[src/rtl/pnv_pkg.sv]
package pnv_pkg;

  localparam int unsigned CH_W = 8;
  localparam int unsigned CFG_IDX_W = 2;
  localparam int unsigned CFG_DATA_W = 2;

  localparam logic [CFG_IDX_W-1:0] CFG_START_RULE = 2'd0;
  localparam logic [CFG_IDX_W-1:0] CFG_WILDCARD_RULE = 2'd1;
  localparam logic [CFG_IDX_W-1:0] CFG_END_RULE = 2'd2;

  localparam logic signed [1:0] RULE_MUST = 2'sb01;
  localparam logic signed [1:0] RULE_MUST_NOT = 2'sb11;

  localparam logic [CH_W-1:0] CH_SPACE = 8'h20;
  localparam logic [CH_W-1:0] CH_DEL = 8'h7f;
  localparam logic [CH_W-1:0] CH_SLASH = 8'h2f;
  localparam logic [CH_W-1:0] CH_BSLASH = 8'h5c;
  localparam logic [CH_W-1:0] CH_ZERO = 8'h30;
  localparam logic [CH_W-1:0] CH_THREE = 8'h33;
  localparam logic [CH_W-1:0] CH_SEVEN = 8'h37;

  typedef enum logic [3:0] {
    ESC_NONE = 4'b0001,
    ESC_OPEN = 4'b0010,
    ESC_OCT1 = 4'b0100,
    ESC_OCT2 = 4'b1000
  } esc_e;

  typedef struct packed {
    esc_e       esc;
    logic [1:0] oct_hi;
    logic [2:0] oct_mid;
    logic       saw_wild;
    logic       failed;
    logic       at_start;
  } pnv_state_t;

  localparam pnv_state_t STATE_RST = '{
    esc: ESC_NONE, oct_hi: 2'd0, oct_mid: 3'd0,
    saw_wild: 1'b0, failed: 1'b0, at_start: 1'b1
  };

  typedef struct packed {
    logic signed [1:0] start_rule;
    logic signed [1:0] wildcard_rule;
    logic signed [1:0] end_rule;
  } pnv_rules_t;

  function automatic logic is_wild(input logic [CH_W-1:0] c);
    return (c == 8'h24) || (c == 8'h2b) || (c == 8'h3f) || (c == 8'h2a) ||
           (c == 8'h40) || (c == 8'h78) || (c == 8'h58) || (c == 8'h61) ||
           (c == 8'h41) || (c == 8'h2d);
  endfunction

  function automatic logic slash_ok(input logic signed [1:0] rule,
                                    input logic [CH_W-1:0] c,
                                    input logic present);
    logic slash;
    slash = present && (c == CH_SLASH);
    if (rule == RULE_MUST) return slash;
    if (rule == RULE_MUST_NOT) return !slash;
    return 1'b1;
  endfunction

endpackage

[src/rtl/pnv_in_if.sv]
interface pnv_in_if;
  logic                     valid;
  logic                     ready;
  logic [pnv_pkg::CH_W-1:0] ch;
  logic                     has_char;
  logic                     last;

  modport source (output valid, ch, has_char, last, input ready);
  modport sink (input valid, ch, has_char, last, output ready);
endinterface

[src/rtl/pnv_out_if.sv]
interface pnv_out_if;
  logic valid;
  logic ready;
  logic valid_res;

  modport source (output valid, valid_res, input ready);
  modport sink (input valid, valid_res, output ready);
endinterface

[src/rtl/pnv_step.sv]
module pnv_step (
  input  pnv_pkg::pnv_state_t       state_i,
  input  pnv_pkg::pnv_rules_t       rules_i,
  input  logic [pnv_pkg::CH_W-1:0]  ch_i,
  input  logic                      has_char_i,
  input  logic                      last_i,
  output pnv_pkg::pnv_state_t       state_o,
  output logic                      ok_o
);
  import pnv_pkg::*;

  pnv_state_t       st;
  logic [CH_W-1:0]  oct_val;
  logic             is_oct;

  assign is_oct = (ch_i >= CH_ZERO) && (ch_i <= CH_SEVEN);
  assign oct_val = {state_i.oct_hi, state_i.oct_mid, ch_i[2:0]};

  always_comb begin
    st = state_i;
    if (has_char_i) begin
      if (state_i.at_start) begin
        if (!slash_ok(rules_i.start_rule, ch_i, 1'b1)) st.failed = 1'b1;
        st.at_start = 1'b0;
      end
      unique case (state_i.esc)
        ESC_NONE: begin
          if (ch_i == CH_BSLASH) begin
            st.esc = ESC_OPEN;
          end else if (ch_i <= CH_SPACE || ch_i >= CH_DEL) begin
            st.failed = 1'b1;
          end
        end
        ESC_OPEN: begin
          st.esc = ESC_NONE;
          if (ch_i == CH_BSLASH) begin
            st.esc = ESC_NONE;
          end else if (is_wild(ch_i)) begin
            if (rules_i.wildcard_rule == RULE_MUST_NOT) st.failed = 1'b1;
            else st.saw_wild = 1'b1;
          end else if (ch_i >= CH_ZERO && ch_i <= CH_THREE) begin
            st.oct_hi = ch_i[1:0];
            st.esc = ESC_OCT1;
          end else begin
            st.failed = 1'b1;
          end
        end
        ESC_OCT1: begin
          if (is_oct) begin
            st.oct_mid = ch_i[2:0];
            st.esc = ESC_OCT2;
          end else begin
            st.failed = 1'b1;
            st.esc = ESC_NONE;
          end
        end
        ESC_OCT2: begin
          st.esc = ESC_NONE;
          if (!(is_oct && oct_val != '0 && (oct_val <= CH_SPACE || oct_val >= CH_DEL))) begin
            st.failed = 1'b1;
          end
        end
        default: begin
          st.esc = ESC_NONE;
          st.failed = 1'b1;
        end
      endcase
    end else if (state_i.at_start) begin
      if (last_i && !slash_ok(rules_i.start_rule, ch_i, 1'b0)) st.failed = 1'b1;
    end else begin
      st.failed = 1'b1;
    end

    ok_o = !st.failed && (st.esc == ESC_NONE) &&
           slash_ok(rules_i.end_rule, ch_i, has_char_i) &&
           !(rules_i.wildcard_rule == RULE_MUST && !st.saw_wild);

    state_o = last_i ? STATE_RST : st;
  end

endmodule

[src/rtl/path_name_validator_unit.sv]
// Channel   Dir  Payload                  Transfer
// in_if     in   ch, has_char, last       valid & ready
// out_if    out  valid_res                valid & ready
// cfg       in   cfg_idx_i, cfg_wdata_i   cfg_we_i
//
// One byte per cycle while the input is not stalled: input register, combinational escape/rule logic, result register.
// A result is loaded into the result register when its last byte moves on from the input register.
// Input stalls only when a last byte waits while the result register is still held.
// Reset clears the rules to "either" and the string state to start of name.
module path_name_validator_unit (
  input  logic                                clk_i,
  input  logic                                rst_ni,
  pnv_in_if.sink                              in_if,
  pnv_out_if.source                           out_if,
  input  logic                                cfg_we_i,
  input  logic [pnv_pkg::CFG_IDX_W-1:0]       cfg_idx_i,
  input  logic signed [pnv_pkg::CFG_DATA_W-1:0] cfg_wdata_i
);
  import pnv_pkg::*;

  pnv_rules_t       rules_q;
  pnv_state_t       state_q, state_d;
  logic             s1_valid_q;
  logic [CH_W-1:0]  s1_ch_q;
  logic             s1_has_q;
  logic             s1_last_q;
  logic             s1_adv;
  logic             res_valid_q;
  logic             res_q;
  logic             ok;
  logic             fire;

  always_ff @(posedge clk_i or negedge rst_ni) begin
    if (!rst_ni) begin
      rules_q <= '0;
    end else if (cfg_we_i) begin
      unique case (cfg_idx_i)
        CFG_START_RULE:    rules_q.start_rule <= cfg_wdata_i;
        CFG_WILDCARD_RULE: rules_q.wildcard_rule <= cfg_wdata_i;
        CFG_END_RULE:      rules_q.end_rule <= cfg_wdata_i;
        default: ;
      endcase
    end
  end

  assign s1_adv = !s1_valid_q || !s1_last_q || !res_valid_q || out_if.ready;
  assign in_if.ready = s1_adv;
  assign fire = s1_valid_q && s1_adv;

  always_ff @(posedge clk_i or negedge rst_ni) begin
    if (!rst_ni) begin
      s1_valid_q <= 1'b0;
    end else if (s1_adv) begin
      s1_valid_q <= in_if.valid;
    end
  end

  always_ff @(posedge clk_i) begin
    if (in_if.valid && s1_adv) begin
      s1_ch_q   <= in_if.ch;
      s1_has_q  <= in_if.has_char;
      s1_last_q <= in_if.last;
    end
  end

  pnv_step u_step (
    .state_i    (state_q),
    .rules_i    (rules_q),
    .ch_i       (s1_ch_q),
    .has_char_i (s1_has_q),
    .last_i     (s1_last_q),
    .state_o    (state_d),
    .ok_o       (ok)
  );

  always_ff @(posedge clk_i or negedge rst_ni) begin
    if (!rst_ni) begin
      state_q <= STATE_RST;
    end else if (fire) begin
      state_q <= state_d;
    end
  end

  always_ff @(posedge clk_i or negedge rst_ni) begin
    if (!rst_ni) begin
      res_valid_q <= 1'b0;
    end else if (fire && s1_last_q) begin
      res_valid_q <= 1'b1;
    end else if (out_if.ready) begin
      res_valid_q <= 1'b0;
    end
  end

  always_ff @(posedge clk_i) begin
    if (fire && s1_last_q) res_q <= ok;
  end

  assign out_if.valid     = res_valid_q;
  assign out_if.valid_res = res_q;

  a_res_after_last: assert property (@(posedge clk_i) disable iff (!rst_ni)
    $rose(res_valid_q) |-> $past(s1_valid_q && s1_last_q))
    else $error("result without a last byte");

  a_stall_cause: assert property (@(posedge clk_i) disable iff (!rst_ni)
    !in_if.ready |-> (s1_valid_q && s1_last_q && res_valid_q && !out_if.ready))
    else $error("input stalled without a pending result");

  a_state_cleared: assert property (@(posedge clk_i) disable iff (!rst_ni)
    (fire && s1_last_q) |=> (state_q == STATE_RST))
    else $error("string state not cleared after last byte");

endmodule
[src/flat_wrapper.sv]
// flat-port wrapper written by rule: the top's interface ports become plain ports
module path_name_validator_unit_flat import pnv_pkg::*;
  (clk_i, rst_ni, cfg_we_i, cfg_idx_i, cfg_wdata_i, in_if_valid, in_if_ch, in_if_has_char, in_if_last, in_if_ready, out_if_valid, out_if_valid_res, out_if_ready);
  pnv_in_if in_if_i ();
  pnv_out_if out_if_i ();
  input  logic clk_i;
  input  logic rst_ni;
  input  logic cfg_we_i;
  input  logic [pnv_pkg::CFG_IDX_W-1:0] cfg_idx_i;
  input  logic signed [pnv_pkg::CFG_DATA_W-1:0] cfg_wdata_i;
  input wire logic [$bits(in_if_i.valid)-1:0] in_if_valid;
  input wire logic [$bits(in_if_i.ch)-1:0] in_if_ch;
  input wire logic [$bits(in_if_i.has_char)-1:0] in_if_has_char;
  input wire logic [$bits(in_if_i.last)-1:0] in_if_last;
  output wire logic [$bits(in_if_i.ready)-1:0] in_if_ready;
  output wire logic [$bits(out_if_i.valid)-1:0] out_if_valid;
  output wire logic [$bits(out_if_i.valid_res)-1:0] out_if_valid_res;
  input wire logic [$bits(out_if_i.ready)-1:0] out_if_ready;
  assign in_if_i.valid = in_if_valid;
  assign in_if_i.ch = in_if_ch;
  assign in_if_i.has_char = in_if_has_char;
  assign in_if_i.last = in_if_last;
  assign in_if_ready = in_if_i.ready;
  assign out_if_valid = out_if_i.valid;
  assign out_if_valid_res = out_if_i.valid_res;
  assign out_if_i.ready = out_if_ready;
  path_name_validator_unit u_core (.clk_i(clk_i), .rst_ni(rst_ni), .in_if(in_if_i), .out_if(out_if_i), .cfg_we_i(cfg_we_i), .cfg_idx_i(cfg_idx_i), .cfg_wdata_i(cfg_wdata_i));
endmodule
[config.mk]
export PLATFORM = sky130hd
export DESIGN_NAME = path_name_validator_unit_flat
export DESIGN_NICKNAME = d
export VERILOG_FILES = /design/src/rtl/pnv_pkg.sv /design/src/rtl/pnv_in_if.sv /design/src/rtl/pnv_out_if.sv /design/src/rtl/pnv_step.sv /design/src/rtl/path_name_validator_unit.sv /design/src/flat_wrapper.sv
export SDC_FILE = /design/constraint.sdc
export NUM_CORES = 1
export LEC_CHECK = 0
export BUFFER_PORTS_ARGS = -buffer_cell sky130_fd_sc_hd__buf_4
export CORE_MARGIN = 4
export CORE_UTILIZATION = 57
export DETAILED_ROUTE_END_ITERATION = 10
export PLACE_DENSITY = 0.87
export SLEW_MARGIN = 15
export SYNTH_ARGS = -nofsm -noshare
export SYNTH_HDL_FRONTEND = slang
export SYNTH_SLANG_ARGS = --single-unit
[constraint.sdc]
create_clock -name clk_i -period 2.95 [get_ports clk_i]
set_input_delay 0.1475 -clock clk_i [delete_from_list [all_inputs] [get_ports clk_i]]
set_output_delay 0.1475 -clock clk_i [all_outputs]
set_load 0.05 [all_outputs]
==> results.py <==
metrics = {
    "cts": {
        "clk_pin_slew_ns": 0.09,
        "clockBufferDepth": 2,
        "cts_sinks": 31,
        "cts.repair.resized": 0,
        "clk_latency_ns": 0.33,
        "cts_buffers": 5,
        "cts_tree": "built",
        "htree_levels": 2,
        "ctsRootBufferMaster": "clkbuf_4",
    },
    "synth": {
        "synth_ff_type": "dfrtp_1",
        "syn_area_per_cell_um2": 10.90,
        "synth_edf_count": 11,
        "ys_seq_area_share_pct": 49.01,
        "yosys-top-cells-area": "dfrtp_1 26%, edfxtp_1 19%, mux2_2 4.0%",
        "synth_top_area_share_pct": 26.49,
        "synthTopCellsByCount": "18 x dfrtp_1, 12 x nand2_1, 12 x nor2_1",
        "ys_ff_latch": 31,
        "syn_area_um2": 1700,
        "synth_cell_types": 49,
        "yosys_warnings": 0,
        "synth_fp_nets": 175,
        "synth_most_common_cell": "dfrtp_1",
        "async_flop_share_pct": 64.52,
        "yosys.area.top_type": "dfrtp_1",
        "synthCells": 156,
    },
    "layout": {
        "nets": 208,
        "seqCellArea_um2": 833.3,
        "drive_above_1_share_pct": 23.16,
        "multiInputGateArea_um2": 783.3,
        "nFillCells": 196,
        "n_antenna_cell": 0,
        "area_growth_pct": 17.07,
    },
    "sta": {
        "tns_ns": 0,
        "worst_pin_slew_ns": 0.6938,
        "min_period_over_period_pct": 90.55,
        "max_freq_mhz": 374.4,
        "setup_viol": 0,
        "rsz0062_at_grt": "no",
        "skew_ns": 0.003913,
        "slew_violations": 0,
        "timing.slew.headroom_pct": 53.64,
        "hold_viol_final": 0,
        "layout_min_cycle_time_ns": 2.671,
    },
    "floorplanning": {
        "core-area_um2": 2805,
        "io_pins": 22,
        "dieArea_um2": 3921,
        "std_cell_rows": 19,
        "dieWidth_um": 62.62,
        "start_util_pct": 60.62,
        "die_h_um": 62.62,
    },
    "min_path": {
        "min_path_type": "in -> reg",
    },
    "power": {
        "power_uw": 897.0,
        "powerDensity_nw_per_um2": 450.6,
        "p_leak_uw": 0.0008115,
        "vdd.ir_drop.worst_mv": 0.3354,
    },
    "global_route": {
        "grt_pass1_wl_um": 6686,
        "grt-ovfl-total": 0,
        "grt_pass1_vias": 1360,
        "grt_usage_pct": 22.10,
        "antenna_found_initial": 0,
        "grt_start_max_net_pins": 21,
    },
    "critical_path": {
        "critPathMaxFanout": 9,
        "start_kind": "flip-flop",
        "worst_path_largest_cell_delay_ns": 0.56,
        "critPathBufInv": 0,
        "path_class": "reg -> reg",
        "worst-endpoint-required_ns": 3.07,
        "crit_chain": "or3b_4 > or4_4 > o311a_1 > nor4b_2 > o311ai_1 > a2111oi_1",
        "arrival_ns": 2.79,
        "end_kind": "flip-flop",
        "cp_top_family": "simple AND/OR/NAND/NOR gates",
        "crit_slowest_cell": "or4_4",
    },
    "detailed_routing": {
        "ant_nets": 0,
        "vias": 1379,
        "drc": 0,
        "routed_via_density": 6.240,
        "first_iter_violations": 95,
        "first_pass_iters": 4,
        "wl_um": 3906,
        "wl_per_cell_um": 17.67,
    },
    "place": {
        "place_hpwl_um": 2666,
        "numPortBuffers": 21,
        "gp_congestion": 0.8875,
    },
    "flow_run": {
        "cap_violations": 0,
    },
    "status": {
        "status": "finished clean",
    },
}
[flip-flops by register name, indices dropped and copies added (netlist names)]
| signal | flops |
|---|---|
| u_core.rules_q | 6 |
| u_core.out_if.valid | 1 |
| u_core.s1_last_q | 1 |
| u_core.s1_has_q | 1 |
| u_core.state_q | 12 |
| u_core.s1_valid_q | 1 |
| u_core.s1_ch_q | 8 |
| u_core.out_if.valid_res | 1 |
[cell usage in the layout (no fill, tap or decap), types with 5 or more instances in the layout]
| cell | netlist | routed |
|---|---|---|
| buf_4 | 1 | 21 |
| a21oi_1 | 5 | 5 |
| o21ai_0 | 5 | 5 |
| dlygate4sd3_1 | 0 | 11 |
| nand2_1 | 12 | 12 |
| inv_1 | 5 | 5 |
| dfrtp_1 | 18 | 18 |
| edfxtp_1 | 11 | 11 |
| mux2_2 | 6 | 6 |
| nand3_1 | 6 | 6 |
| clkbuf_4 | 0 | 5 |
| nor2_1 | 12 | 12 |
[cell type report]
| cell class | instances | area share, % |
|---|---|---|
| Sequential cell | 31 | 41.86 |
| Clock buffer | 6 | 2.074 |
| Inverter | 5 | 0.9428 |
| Multi-Input combinational cell | 114 | 39.35 |
| Tap cell | 31 | 1.948 |
| Clock inverter | 2 | 0.3771 |
| Timing Repair Buffer | 32 | 13.45 |
[cells by family (layout without fill, tap and decap cells)]
group	Yosys count	after routing	share of synthesized area [%]
muxes	9	9	5.739
and+or+nand+nor	69	69	24.72
xor gates and xnor gates	5	5	2.576
buffers and inverters	11	45	4.930
DFF	31	31	49.01
AOI/OAI and AO/OA	31	31	13.02
[worst paths after layout]
path                              startpoint                       to  slack, ns  cells past startpoint
hold reg to reg            u_core.state_q[2]        u_core.state_q[2]       0.51                      2
setup reg to reg           u_core.s1_ch_q[0]  u_core.out_if.valid_res       0.28                      6
setup / recovery           u_core.s1_ch_q[0]  u_core.out_if.valid_res       0.28                      6
max in group asynchronous             rst_ni        u_core.state_q[8]       2.47                      2
min in group asynchronous             rst_ni        u_core.state_q[3]       0.22                      2
hold / removal                   in_if_valid        u_core.s1_valid_q       0.04                      2
[through the flow]
step | setup slack [ns] | hold WS (ns) | utilization [%] | instance area, um^2 | cells
5_1_grt | 0.1893 | 0.02502 | 70.96 | 1991 | 221
6_report | 0.2788 | 0.04497 | 70.96 | 1991 | 221
3_3_place_gp | 0.4548 | 0.03900 | 65.30 | 1832 | 202
4_1_cts | 0.2822 | 0.007644 | 70.96 | 1991 | 221
2_1_floorplan | 0.5557 | -0.1481 | - | 1700 | 156
3_5_place_dp | 0.2991 | 0.03912 | 65.30 | 1832 | 202
[metal layers]
metal  up-vias  routed length, um  global-route usage, %
li1        648                  -                      -
met1       664               1527                  26.90
met2        59               2040                  37.42
met3         8                258                  5.036
met4         0                 80                  9.642
met5         -                  0                      0
[report_power, final]
| part | switching [uW] | total, uW | leakage [uW] | internal (uW) |
|---|---|---|---|---|
| clock network | 139 | 227 | 0.0000273 | 88.0 |
| registers | 39.4 | 526 | 0.000359 | 487 |
| logic | 69.5 | 144 | 0.000425 | 74.6 |
| total | 248 | 897 | 0.000812 | 649 |
[repair_timing]
action,CTS,global route
buffers inserted,0,0
hold buffers,11,0
endpoints found under the setup margin,0,0
endpoints found under the hold margin,30,0
(Power assumes the default switching activity.)
